## src/rtl/txqjs_pkg.sv

```systemverilog
// Shared types and constants of the transmit queue jitter scheduler.
package txqjs_pkg;

  localparam int DEFAULT_QUEUE_DEPTH = 8;

  // Operation codes
  localparam logic [1:0] OP_ENQUEUE    = 2'd0;
  localparam logic [1:0] OP_INVALIDATE = 2'd1;
  localparam logic [1:0] OP_TICK       = 2'd2;

  // Configuration register indexes
  localparam int CFG_IDX_W  = 2;
  localparam int CFG_DATA_W = 16;
  localparam logic [CFG_IDX_W-1:0] REG_JITTER  = 2'd0;
  localparam logic [CFG_IDX_W-1:0] REG_RADIO   = 2'd1;
  localparam logic [CFG_IDX_W-1:0] REG_REFRESH = 2'd2;

  // Field widths
  localparam int HANDLE_W = 16;
  localparam int LENGTH_W = 8;
  localparam int TIME_W   = 32;
  localparam int JITTER_W = 16;

  // One queued packet
  typedef struct packed {
    logic [HANDLE_W-1:0] handle;
    logic [LENGTH_W-1:0] length;
    logic                hello;
  } entry_t;

endpackage

```

## src/rtl/tx_queue_jitter_scheduler_core.sv

```systemverilog
// Transmit queue scheduler: ring FIFO in a memory, jitter backoff, serial modulo.
//
// Input channel (in_valid/in_ready) takes one request: enqueue, invalidate a
// queued hello, or a time tick. Every request yields exactly one result on the
// output channel (out_valid/out_ready), in order.
// Config port: cfg_wr_en/cfg_index/cfg_wdata writes jitter_ms, radio_present,
// refresh_enabled; write only while no request is in flight.
// Enqueue, invalidate and ticks that need no arming go from accept through S_EXEC
// to the output register. A tick that arms the backoff first runs the 32-step
// restoring modulo unit (one quotient bit per cycle), then an add step in S_ARM.
// One request is worked at a time; in_ready rises again once the result sits
// in the output register, so the next request overlaps a waiting result.
// Queue entries live in a single-port-write, registered-read memory read at the
// head; entries are not cleared at reset (only written slots are read).
// Reset: empty queue, backoff disarmed, jitter 0, radio present, refresh off.
// A stalled receiver holds the result; the block then stops before the
// commit of the following request until the output register frees.
module tx_queue_jitter_scheduler_core #(
  parameter int QUEUE_DEPTH = txqjs_pkg::DEFAULT_QUEUE_DEPTH
) (
  input  logic                             clk,
  input  logic                             rst_n,
  // configuration
  input  logic                             cfg_wr_en,
  input  logic [txqjs_pkg::CFG_IDX_W-1:0]  cfg_index,
  input  logic [txqjs_pkg::CFG_DATA_W-1:0] cfg_wdata,
  // request channel
  input  logic                             in_valid,
  output logic                             in_ready,
  input  logic [1:0]                       in_operation,
  input  logic [txqjs_pkg::HANDLE_W-1:0]   in_packet_handle,
  input  logic [txqjs_pkg::LENGTH_W-1:0]   in_packet_length,
  input  logic                             in_is_hello,
  input  logic [txqjs_pkg::TIME_W-1:0]     in_now_ms,
  input  logic [txqjs_pkg::TIME_W-1:0]     in_random_word,
  // result channel
  output logic                             out_valid,
  input  logic                             out_ready,
  output logic                             out_accepted,
  output logic                             out_dequeued,
  output logic                             out_tx_valid,
  output logic [txqjs_pkg::HANDLE_W-1:0]   out_tx_packet_handle,
  output logic                             out_tx_refresh_hello,
  output logic                             out_hello_attempted
);
  import txqjs_pkg::*;

  localparam int IDX_W = (QUEUE_DEPTH > 1) ? $clog2(QUEUE_DEPTH) : 1;
  localparam int CNT_W = $clog2(QUEUE_DEPTH + 1);
  localparam int SUM_W = CNT_W + 1;
  localparam int DIV_W = JITTER_W + 1;
  localparam int STEP_W = $clog2(TIME_W);

  localparam logic [1:0] S_IDLE = 2'd0;
  localparam logic [1:0] S_DIV  = 2'd1;
  localparam logic [1:0] S_ARM  = 2'd2;
  localparam logic [1:0] S_EXEC = 2'd3;

  // control state
  logic [1:0]          state_r, state_nxt;
  logic [IDX_W-1:0]    head_r, head_nxt;
  logic [CNT_W-1:0]    count_r, count_nxt;
  logic [CNT_W-1:0]    hcount_r, hcount_nxt;
  logic                armed_r, armed_nxt;
  logic                stale_r, stale_nxt;
  logic [TIME_W-1:0]   nst_r, nst_nxt;
  logic [JITTER_W-1:0] jitter_r;
  logic                radio_r;
  logic                refresh_r;
  logic [STEP_W-1:0]   step_r, step_nxt;
  logic                out_valid_r, out_valid_nxt;

  // request payload and divider datapath
  logic [1:0]          op_r, op_nxt;
  logic [HANDLE_W-1:0] handle_r, handle_nxt;
  logic [LENGTH_W-1:0] len_r, len_nxt;
  logic                hello_r, hello_nxt;
  logic [TIME_W-1:0]   now_r, now_nxt;
  logic [TIME_W-1:0]   quo_r, quo_nxt;
  logic [DIV_W-1:0]    rem_r, rem_nxt;

  // result payload
  logic                acc_r, acc_nxt;
  logic                deq_r, deq_nxt;
  logic                txv_r, txv_nxt;
  logic [HANDLE_W-1:0] txh_r, txh_nxt;
  logic                ref_r, ref_nxt;
  logic                hatt_r, hatt_nxt;

  // entry memory
  entry_t              mem [QUEUE_DEPTH];
  entry_t              rd_data_r;
  entry_t              wr_data;
  logic                wr_en;
  logic [IDX_W-1:0]    tail;
  logic [SUM_W-1:0]    tail_sum;

  // misc combinational
  logic                accept;
  logic                commit;
  logic                full;
  logic                pop;
  logic                refresh;
  logic [TIME_W-1:0]   diff;
  logic [DIV_W:0]      trial;
  logic [DIV_W:0]      divisor;

  assign in_ready = (state_r == S_IDLE);
  assign accept   = in_valid && in_ready;
  assign commit   = (state_r == S_EXEC) && (!out_valid_r || out_ready);
  assign full     = (count_r == CNT_W'(QUEUE_DEPTH));

  // tail slot, wrapped at the queue depth
  assign tail_sum = SUM_W'(head_r) + SUM_W'(count_r);
  assign tail = (tail_sum >= SUM_W'(QUEUE_DEPTH)) ? IDX_W'(tail_sum - SUM_W'(QUEUE_DEPTH))
                                                  : IDX_W'(tail_sum);

  // due check: wrapped signed difference not negative
  assign diff    = now_r - nst_r;
  assign pop     = (op_r == OP_TICK) && (count_r != '0) && !diff[TIME_W-1];
  assign refresh = rd_data_r.hello && stale_r && refresh_r;

  // one restoring step of random mod (jitter + 1)
  assign divisor = {1'b0, DIV_W'(jitter_r) + DIV_W'(1)};
  assign trial   = {rem_r, quo_r[TIME_W-1]};

  assign wr_en   = commit && (op_r == OP_ENQUEUE) && !full;
  assign wr_data = '{handle: handle_r, length: len_r, hello: hello_r};

  always_comb begin
    state_nxt     = state_r;
    head_nxt      = head_r;
    count_nxt     = count_r;
    hcount_nxt    = hcount_r;
    armed_nxt     = armed_r;
    stale_nxt     = stale_r;
    nst_nxt       = nst_r;
    step_nxt      = step_r;
    out_valid_nxt = out_valid_r && !out_ready;
    op_nxt        = op_r;
    handle_nxt    = handle_r;
    len_nxt       = len_r;
    hello_nxt     = hello_r;
    now_nxt       = now_r;
    quo_nxt       = quo_r;
    rem_nxt       = rem_r;
    acc_nxt       = acc_r;
    deq_nxt       = deq_r;
    txv_nxt       = txv_r;
    txh_nxt       = txh_r;
    ref_nxt       = ref_r;
    hatt_nxt      = hatt_r;

    case (state_r)
      S_IDLE: begin
        if (accept) begin
          op_nxt     = in_operation;
          handle_nxt = in_packet_handle;
          len_nxt    = in_packet_length;
          hello_nxt  = in_is_hello;
          now_nxt    = in_now_ms;
          quo_nxt    = in_random_word;
          rem_nxt    = '0;
          step_nxt   = '0;
          if ((in_operation == OP_TICK) && (count_r != '0) && !armed_r) begin
            state_nxt = S_DIV;
          end else begin
            state_nxt = S_EXEC;
          end
        end
      end

      S_DIV: begin
        if (trial >= divisor) begin
          rem_nxt = DIV_W'(trial - divisor);
        end else begin
          rem_nxt = DIV_W'(trial);
        end
        quo_nxt  = {quo_r[TIME_W-2:0], 1'b0};
        step_nxt = step_r + STEP_W'(1);
        if (step_r == STEP_W'(TIME_W - 1)) begin
          state_nxt = S_ARM;
        end
      end

      S_ARM: begin
        nst_nxt   = now_r + TIME_W'(rem_r);
        armed_nxt = 1'b1;
        state_nxt = S_EXEC;
      end

      S_EXEC: begin
        if (commit) begin
          out_valid_nxt = 1'b1;
          acc_nxt  = 1'b0;
          deq_nxt  = 1'b0;
          txv_nxt  = 1'b0;
          txh_nxt  = '0;
          ref_nxt  = 1'b0;
          hatt_nxt = 1'b0;
          case (op_r)
            OP_ENQUEUE: begin
              if (!full) begin
                acc_nxt   = 1'b1;
                count_nxt = count_r + CNT_W'(1);
                if (hello_r) begin
                  hcount_nxt = hcount_r + CNT_W'(1);
                end
              end
            end
            OP_INVALIDATE: begin
              if (hcount_r != '0) begin
                stale_nxt = 1'b1;
              end
            end
            OP_TICK: begin
              if (pop) begin
                deq_nxt   = 1'b1;
                txh_nxt   = rd_data_r.handle;
                ref_nxt   = refresh;
                txv_nxt   = radio_r && (refresh || (rd_data_r.length != '0));
                armed_nxt = 1'b0;
                count_nxt = count_r - CNT_W'(1);
                head_nxt  = (head_r == IDX_W'(QUEUE_DEPTH - 1)) ? '0
                                                                : head_r + IDX_W'(1);
                if (rd_data_r.hello) begin
                  hatt_nxt  = 1'b1;
                  stale_nxt = 1'b0;
                  if (hcount_r != '0) begin
                    hcount_nxt = hcount_r - CNT_W'(1);
                  end
                end
              end
            end
            default: begin
            end
          endcase
          state_nxt = S_IDLE;
        end
      end

      default: begin
        state_nxt = S_IDLE;
      end
    endcase
  end

  // control registers
  always_ff @(posedge clk) begin
    if (!rst_n) begin
      state_r     <= S_IDLE;
      head_r      <= '0;
      count_r     <= '0;
      hcount_r    <= '0;
      armed_r     <= 1'b0;
      stale_r     <= 1'b0;
      nst_r       <= '0;
      step_r      <= '0;
      out_valid_r <= 1'b0;
    end else begin
      state_r     <= state_nxt;
      head_r      <= head_nxt;
      count_r     <= count_nxt;
      hcount_r    <= hcount_nxt;
      armed_r     <= armed_nxt;
      stale_r     <= stale_nxt;
      nst_r       <= nst_nxt;
      step_r      <= step_nxt;
      out_valid_r <= out_valid_nxt;
    end
  end

  // configuration registers
  always_ff @(posedge clk) begin
    if (!rst_n) begin
      jitter_r  <= '0;
      radio_r   <= 1'b1;
      refresh_r <= 1'b0;
    end else if (cfg_wr_en) begin
      case (cfg_index)
        REG_JITTER:  jitter_r  <= cfg_wdata;
        REG_RADIO:   radio_r   <= cfg_wdata[0];
        REG_REFRESH: refresh_r <= cfg_wdata[0];
        default: begin
        end
      endcase
    end
  end

  // payload registers
  always_ff @(posedge clk) begin
    op_r     <= op_nxt;
    handle_r <= handle_nxt;
    len_r    <= len_nxt;
    hello_r  <= hello_nxt;
    now_r    <= now_nxt;
    quo_r    <= quo_nxt;
    rem_r    <= rem_nxt;
    acc_r    <= acc_nxt;
    deq_r    <= deq_nxt;
    txv_r    <= txv_nxt;
    txh_r    <= txh_nxt;
    ref_r    <= ref_nxt;
    hatt_r   <= hatt_nxt;
  end

  // entry memory: write at tail on enqueue, registered read at head
  always_ff @(posedge clk) begin
    if (wr_en) begin
      mem[tail] <= wr_data;
    end
    rd_data_r <= mem[head_r];
  end

  assign out_valid            = out_valid_r;
  assign out_accepted         = acc_r;
  assign out_dequeued         = deq_r;
  assign out_tx_valid         = txv_r;
  assign out_tx_packet_handle = txh_r;
  assign out_tx_refresh_hello = ref_r;
  assign out_hello_attempted  = hatt_r;

endmodule

```

## config.mk

```make
export PLATFORM = sky130hd
export DESIGN_NAME = tx_queue_jitter_scheduler_core
export DESIGN_NICKNAME = d
export VERILOG_FILES = /design/src/rtl/txqjs_pkg.sv /design/src/rtl/tx_queue_jitter_scheduler_core.sv
export SDC_FILE = /design/constraint.sdc
export NUM_CORES = 1
export LEC_CHECK = 0
export BUFFER_PORTS_ARGS = -buffer_cell sky130_fd_sc_hd__buf_4
export CAP_MARGIN = 25
export CORE_UTILIZATION = 40
export DETAILED_ROUTE_END_ITERATION = 7
export GPL_TIMING_DRIVEN = 0
export HOLD_SLACK_MARGIN = 0.08
export PLACE_DENSITY = 0.64
export SLEW_MARGIN = 5
export SYNTH_ARGS = -nofsm -noshare
export SYNTH_HDL_FRONTEND = slang
export SYNTH_SLANG_ARGS = --single-unit
```

## constraint.sdc

```tcl
create_clock -name clk -period 4.33 [get_ports clk]
set_input_delay 0.2165 -clock clk [delete_from_list [all_inputs] [get_ports clk]]
set_output_delay 0.2165 -clock clk [all_outputs]
set_load 0.02 [all_outputs]
```

==> results of run 1 <==
-- power by group --
part / internal, mW / total (mW) / leakage (nW) / switching [mW]
clock: 2.19 / 3.82 / 0.710 / 1.63
sequential: 5.22 / 5.67 / 3.83 / 0.445
combinational: 1.63 / 3.77 / 3.91 / 2.14
-- timing repair --
item,in CTS,in global routing
setup endpoints to repair,0,0
hold endpoints to repair,116,0
hold buffers,120,0
gates resized for setup,0,0
-- state kept, by name, indices dropped and copies added (netlist names), 2 cells and up --
register and flops:
count_r 4, head_r 3, now_r 32, mem 200
out_tx_packet_handle 16, rem_r 17, jitter_r 16, rd_data_r 25
quo_r 32, op_r 2, len_r 8, step_r 5
handle_r 16, hcount_r 4, state_r 2, nst_r 32
-- worst max-delay path by stage --
stage,startpoint,endpoint,cells past startpoint
after global placement,state_r[1]$_SDFFE_PN0P_,mem[4][9]$_DFFE_PP_,5
after floorplan,count_r[0]$_SDFFE_PN0P_,mem[4][0]$_DFFE_PP_,5
after detailed placement,jitter_r[2]$_SDFFE_PN0P_,rem_r[7]$_SDFFCE_PN0P_,15
final,jitter_r[2]$_SDFFE_PN0P_,rem_r[7]$_SDFFCE_PN0P_,15
after CTS,jitter_r[2]$_SDFFE_PN0P_,rem_r[7]$_SDFFCE_PN0P_,15
after global routing,jitter_r[2]$_SDFFE_PN0P_,rem_r[3]$_SDFFCE_PN0P_,15
-- cells in the mapped netlist (all sizes together), types with 4 or more instances --
| library cell | count | area, um2 |
|---|---|---|
| nor3 | 23 | 115 |
| nor2 | 69 | 262 |
| fa | 5 | 100 |
| o21ai | 41 | 216 |
| a211oi | 13 | 97.6 |
| nor4 | 8 | 50.1 |
| mux2i | 21 | 210 |
| and3 | 10 | 62.6 |
| a31oi | 4 | 25.0 |
| a21oi | 75 | 375 |
| or2 | 5 | 31.3 |
| xor2 | 28 | 245 |
| clkbuf | 35 | 131 |
| nand2 | 89 | 337 |
| o211ai | 7 | 57.6 |
| mux2 | 59 | 664 |
| and2 | 22 | 138 |
| mux4 | 50 | 1130 |
| nand2b | 10 | 62.6 |
| xnor2 | 26 | 228 |
| buf | 10 | 40.0 |
| dfxtp | 96 | 1920 |
| a21boi | 4 | 30.0 |
| edfxtp | 329 | 9880 |
| ha | 78 | 976 |
| nor2b | 17 | 106 |
| a21o | 16 | 120 |
| o31ai | 5 | 52.6 |
| nand3 | 32 | 160 |
| o21a | 10 | 75.1 |
| nand4 | 20 | 125 |
| nand3b | 4 | 30.0 |
| or3 | 5 | 31.3 |
| o211a | 5 | 50.1 |
| inv | 61 | 229 |
-- cells by family (layout without fill, tap and decap cells) --
family,count (synthesis),in the layout,share of synthesized area
AO/OA/AOI/OAI,211,211,0.0751
XOR/XNOR,54,54,0.0252
adder cells (fa/ha/maj),83,83,0.0574
buffers and inverters,107,473,0.0216
flip-flops,425,425,0.630
multiplexers,130,130,0.107
other,0,2,0
AND/OR/NAND/NOR,322,322,0.0841
-- layer usage --
| layer | wire length [um] | global-route usage |
|---|---|---|
| met1 | 19500 | 0.238 |
| met2 | 20600 | 0.305 |
| met3 | 1510 | 0.0292 |
| met4 | 975 | 0.0606 |
| met5 | 0 | 0 |
-- cell type report --
class / instances / area share
timing repair buffer: 282 / 0.109
antenna: 2 / 0.000212
multi-input combinational: 800 / 0.279
tap: 600 / 0.0318
sequential: 425 / 0.500
inverter: 62 / 0.00986
clock inverter: 23 / 0.0109
buffer: 45 / 0.00726
clock buffer: 61 / 0.0519
-- through the flow --
| step | hold WS, ns | instance area, um2 | power, mW |
|---|---|---|---|
| CTS | 0.239 | 23500 | 13.4 |
| floorplan | 0.315 | 18700 | 8.33 |
| finish | 0.275 | 23600 | 13.3 |
| global placement | 0.395 | 20500 | 9.28 |
| global route | 0.305 | 23600 | 14.0 |
| detailed placement | 0.396 | 20800 | 9.42 |
-- cells in the final DEF (no fill, tap or decap), types with 16 or more instances in the layout --
| cell | n |
|---|---|
| ha_1 | 78 |
| xor2_1 | 28 |
| mux2_2 | 59 |
| inv_1 | 59 |
| dlygate4sd3_1 | 120 |
| clkbuf_1 | 47 |
| nand3_1 | 32 |
| mux2i_1 | 21 |
| buf_4 | 142 |
| edfxtp_1 | 329 |
| nor3_1 | 19 |
| and2_1 | 21 |
| a21o_1 | 16 |
| xnor2_1 | 26 |
| dfxtp_1 | 96 |
| nor2_1 | 65 |
| nand4_1 | 20 |
| a21oi_1 | 75 |
| nand2_1 | 88 |
| clkbuf_16 | 45 |
| o21ai_0 | 39 |
| nor2b_1 | 17 |
| mux4_2 | 50 |
-- critical path, delay by kind of cell (launching register included) --
kind,cells,cell delay [ns]
compound gates,4,0.94
xor+xnor,1,0.22
mux,1,0.21
simple gates,7,1.09
fa+ha+maj,1,0.33
buf+inv,1,0.28
flops,1,0.40
==> metrics, run 1 <==
H-Tree Depth 2; leakage power total 8.44 nW; Reg2Reg Capture Point rem_r[7]$_SDFFCE_PN0P_; setup slack, reg-to-reg ~0.63 ns; grt total ovfl 0; final routed wire length divided by cell count 18.5 um; Critical Path Sink Type register; std cell rows roughly 80; top achievable clock speed 270 MHz; Initial Utilization 0.409; core area around 46000 um2; fin cells between 2000 and 2500; post-CTS setup buffer count 0; average footprint of a synthesized cell 14.1 um2; slew at the pin closest to its max-slew limit around 0.9 ns; post-synthesis instance area roughly 19000 um2; max-cap violations 0; wire length of the first global-routing pass between 60000 and 70000 um; initial antenna violation count 2; final setup violation count 0; final WL approximately 43000 um; largest net degree at the start of global routing 55; WHS Endpoint jitter_r[14]$_SDFFE_PN0P_; final critical path time including I/O delays and setup about 3.7 ns; remaining max-slew budget at the tightest pin 0.402; biggest cell delay along the critical path ~0.40 ns; worst hold path stage count 5; worst-case clock buffer depth 3; final critical-path share of the clock period 0.854; Starting DRT DRC Count just over 800; count of synthesis-stage warnings from yosys 0; R2R Path Start jitter_r[2]$_SDFFE_PN0P_; I/O Pins 137; Async S/R FF share, synth 0; via count approximately 12000; flip-flop cell with the highest count after synthesis edfxtp_1; DRC violations left 0; die height about 220 um; start point of the worst min-delay path cfg_index[0]; post-synthesis to final-layout area growth 26.0%; GP Congestion slightly below 0.9; post-placement cell count around 2100; Via-to-Cell Ratio between 5 and 6; Critical Path RT 4.68 ns; number of synthesized register bits roughly 430; CTS Sinks ~430; Num CTS Buffers 45; TritonCTS clock tree done; cell with the largest stage delay on the worst path dfxtp_1; run status finished clean; source-to-sink clock delay at the later pin of the worst-skew pair 0.60 ns; number of nets in the synthesized netlist 1529; Synth cell types 70; worst-case setup slack after placement ~0.67 ns; number of optimization iterations in the first detailed-route pass 7; count of antenna-violating nets left after detailed routing 0; area of the multi-input gates around 6600 um2; Worst IR Drop VDD about 0.37 mV; class of the most critical setup path reg2reg; number of buffers inserted by port buffering between 100 and 150; final net count 1858; Overall Global Routing Usage 0.182; Post-Route Utilization 0.516; clock tree skew after final layout 0.0435 ns; proportion of layout cells with a drive suffix above 1 0.217; number of global-route vias before repair about 12000; RSZ-0062 raised after global routing false; cell repeated most along the worst path a21o_1; CP arrival 4.05 ns; post-CTS clock slew at the launch and capture registers of the worst setup and hold paths around 0.060 ns; width of the die about 220 um; Setup Total Neg Slack 0 ns; count of fill cells added during filler insertion 3795; chain of cells forming the critical path and3_1 -> and2_1 -> nand3_1 -> nor2_1 -> and4_1 -> nand2_1 -> xor2_1 -> ha_1 -> a21o_1 -> a21o_1 -> a21o_1 -> o31ai_2 -> buf_2 -> mux2i_1 -> nor2b_1; final setup margin approximately 0.63 ns; Seq/Total Area, Yosys 0.630; crit path max fanout 10; Setup crit start kind register; count of cells along the worst register-to-register path 15; worst hold-check path type in2reg; total area of sequential cells 11800 um2; number of flops mapped to enable cells by yosys 329; power per unit of standard cell area around 560 nW/um2; Root Buffer clkbuf_16; Final Max Slew Viols 0; Die Area between 40000 and 50000 um2; sum of net half-perimeters after detailed placement ~29000 um; final hold vios 0; cells after synthesis between 1000 and 1500
No activity file was read; power rests on OpenSTA's default activity.
==> run 2, diff against run 1 <==
--- a/config.mk
+++ b/config.mk
@@ -7,11 +7,12 @@
 export LEC_CHECK = 0
 export BUFFER_PORTS_ARGS = -buffer_cell sky130_fd_sc_hd__buf_4
 export CAP_MARGIN = 25
-export CORE_UTILIZATION = 40
+export CORE_ASPECT_RATIO = 1.5
+export CORE_UTILIZATION = 50
 export DETAILED_ROUTE_END_ITERATION = 7
 export GPL_TIMING_DRIVEN = 0
 export HOLD_SLACK_MARGIN = 0.08
-export PLACE_DENSITY = 0.64
+export PLACE_DENSITY = 0.71
 export SLEW_MARGIN = 5
 export SYNTH_ARGS = -nofsm -noshare
 export SYNTH_HDL_FRONTEND = slang
==> metrics, run 2 (same netlist as run 1, synthesis figures left out) <==
R2R Path Start jitter_r[2]$_SDFFE_PN0P_; Via-to-Cell Ratio approximately 5.5; Root Buffer clkbuf_16; number of optimization iterations in the first detailed-route pass 7; most common library cell in the layout ignoring fill and taps edfxtp_1; count of antenna-violating nets left after detailed routing 0; final critical-path share of the clock period 0.844; post-synthesis to final-layout area growth 24.5%; final instance area around 23000 um2; largest net degree at the start of global routing 36; final setup violation count 0; clock tree skew after final layout around 0.026 ns; cell class contributing the biggest share of worst-path delay simple AND/OR/NAND/NOR gates; largest register by flop count mem; Die Area between 30000 and 40000 um2; remaining max-slew budget at the tightest pin 0.383; biggest cell delay along the critical path approximately 0.40 ns; post-CTS setup buffer count 0; final routed wire length divided by cell count 19.5 um; GP Congestion ~0.86; number of global-route vias before repair ~12000; CTS Sinks 425; Placed Area around 21000 um2; DRC violations left 0; top library cells by usage in the layout, fill and taps aside 329 x edfxtp_1, 148 x buf_4, 117 x dlygate4sd3_1, 96 x dfxtp_1, 88 x nand2_1; proportion of layout cells with a drive suffix above 1 0.218; I/O Pins approximately 140; cell repeated most along the worst path a21o_1; initial antenna violation count 3; CP Depth 15; buffer and inverter count on the worst path 1; class of the most critical setup path reg2reg; critical path launch point jitter_r[2]$_SDFFE_PN0P_; cell with the largest stage delay on the worst path dfxtp_1; power per unit of standard cell area ~560 nW/um2; grt total ovfl 0; worst hold-check path type in2reg; worst hold path stage count 4; chain of cells forming the critical path and3_1 -> and2_1 -> nand3_1 -> nor2_1 -> and4_1 -> nand2_1 -> xor2_1 -> ha_1 -> a21o_1 -> a21o_1 -> a21o_1 -> o31ai_2 -> buf_2 -> mux2i_1 -> nor2b_1; total power draw 13.1 mW; number of buffers inserted by port buffering ~140; Initial Utilization 0.509; total area of sequential cells 11800 um2; final WL roughly 42000 um; source-to-sink clock delay at the later pin of the worst-skew pair roughly 0.56 ns; Starting DRT DRC Count about 840; std cell rows 86; Final Max Slew Viols 0; slew at the pin closest to its max-slew limit ~0.93 ns; TritonCTS clock tree done; top achievable clock speed 274 MHz; fin cells ~2200; leakage power total 8.40 nW; width of the die between 150 and 200 um; Num CTS Buffers 41; via count between 10000 and 15000; count of fill cells added during filler insertion roughly 2700; max-cap violations 0; run status finished clean; Critical Path RT 4.63 ns; final hold vios 0; area of the multi-input gates about 6600 um2; start point of the worst min-delay path cfg_wr_en; final net count 1852; count of cells along the worst register-to-register path 15; Worst IR Drop VDD between 0.5 and 0.6 mV; final critical path time including I/O delays and setup approximately 3.7 ns; Overall Global Routing Usage 0.222; post-placement cell count about 2000; core area roughly 37000 um2; Setup crit start kind register; worst-case clock buffer depth 3; wire length of the first global-routing pass between 60000 and 70000 um; H-Tree Depth 2; RSZ-0062 raised after global routing false; post-CTS clock slew at the launch and capture registers of the worst setup and hold paths roughly 0.060 ns; crit path max fanout 10; sum of net half-perimeters after detailed placement roughly 28000 um; Critical Path Sink Type register; Largest register FFs 200; die height between 200 and 250 um; CP arrival 3.95 ns
-- run 2: cell count changes in the layout (fill, tap and decap cells not counted), moves of 2 or more --
cell           change
clkinv_1           -2
clkinv_16          -2
dlygate4sd3_1      -3
buf_4              +6
clkbuf_1           -4
clkinvlp_4         -2
buf_6              -5
clkinv_8           +2
clkbuf_16          -3
-- run 2: final timing paths --
| path | end | slack (ns) |
|---|---|---|
| max | rem_r[7]$_SDFFCE_PN0P_ | 0.67 |
| min | refresh_r$_SDFFE_PN0P_ | 0.11 |
| min reg2reg | nst_r[4]$_SDFFE_PN0P_ | 0.47 |
| max reg2reg | rem_r[7]$_SDFFCE_PN0P_ | 0.67 |
-- run 2: timing repair --
| item | 4_1_cts | 5_1_grt |
|---|---|---|
| endpoints found under the hold margin | 111 | 0 |
| hold buffers | 117 | 0 |
| resized for setup | 0 | 0 |
| setup endpoints to repair | 0 | 0 |
-- run 2: worst min-delay path: stages --
cell and delay, ns:
buf_4 0.12, nand3b_1 0.11, mux2i_1 0.08, nor2_1 0.07
-- run 2: area by class of cell --
cell class,instances,area share
clock inverters,21,0.0101
multi-input cells,800,0.282
clock buffers,55,0.0493
inverters,62,0.00998
diodes,2,0.000215
repair buffers,280,0.109
plain buffers,45,0.00735
well taps,484,0.0260
flip-flops and latches,425,0.506
-- run 2: stage by stage --
step	util	hold WS (ns)	setup TNS, ns	worst slack [ns]
global placement	0.553	0.394	-171.61	-2.34
CTS	0.633	0.0828	0	0.645
detailed placement	0.563	0.396	0	0.669
finish	0.634	0.105	0	0.674
floorplan	-	0.315	0	0.192
global route	0.634	0.151	0	0.337
-- run 2: power by group --
group | internal [mW] | switching [mW]
combinational | 1.62 | 2.17
sequential | 5.22 | 0.451
clock | 2.12 | 1.54
-- run 2: layer usage --
| metal | GRT usage | wire length [um] |
|---|---|---|
| met5 | 0 | 0 |
| met1 | 0.258 | 16300 |
| met4 | 0.0765 | 1270 |
| met3 | 0.0298 | 2030 |
| met2 | 0.418 | 22700 |
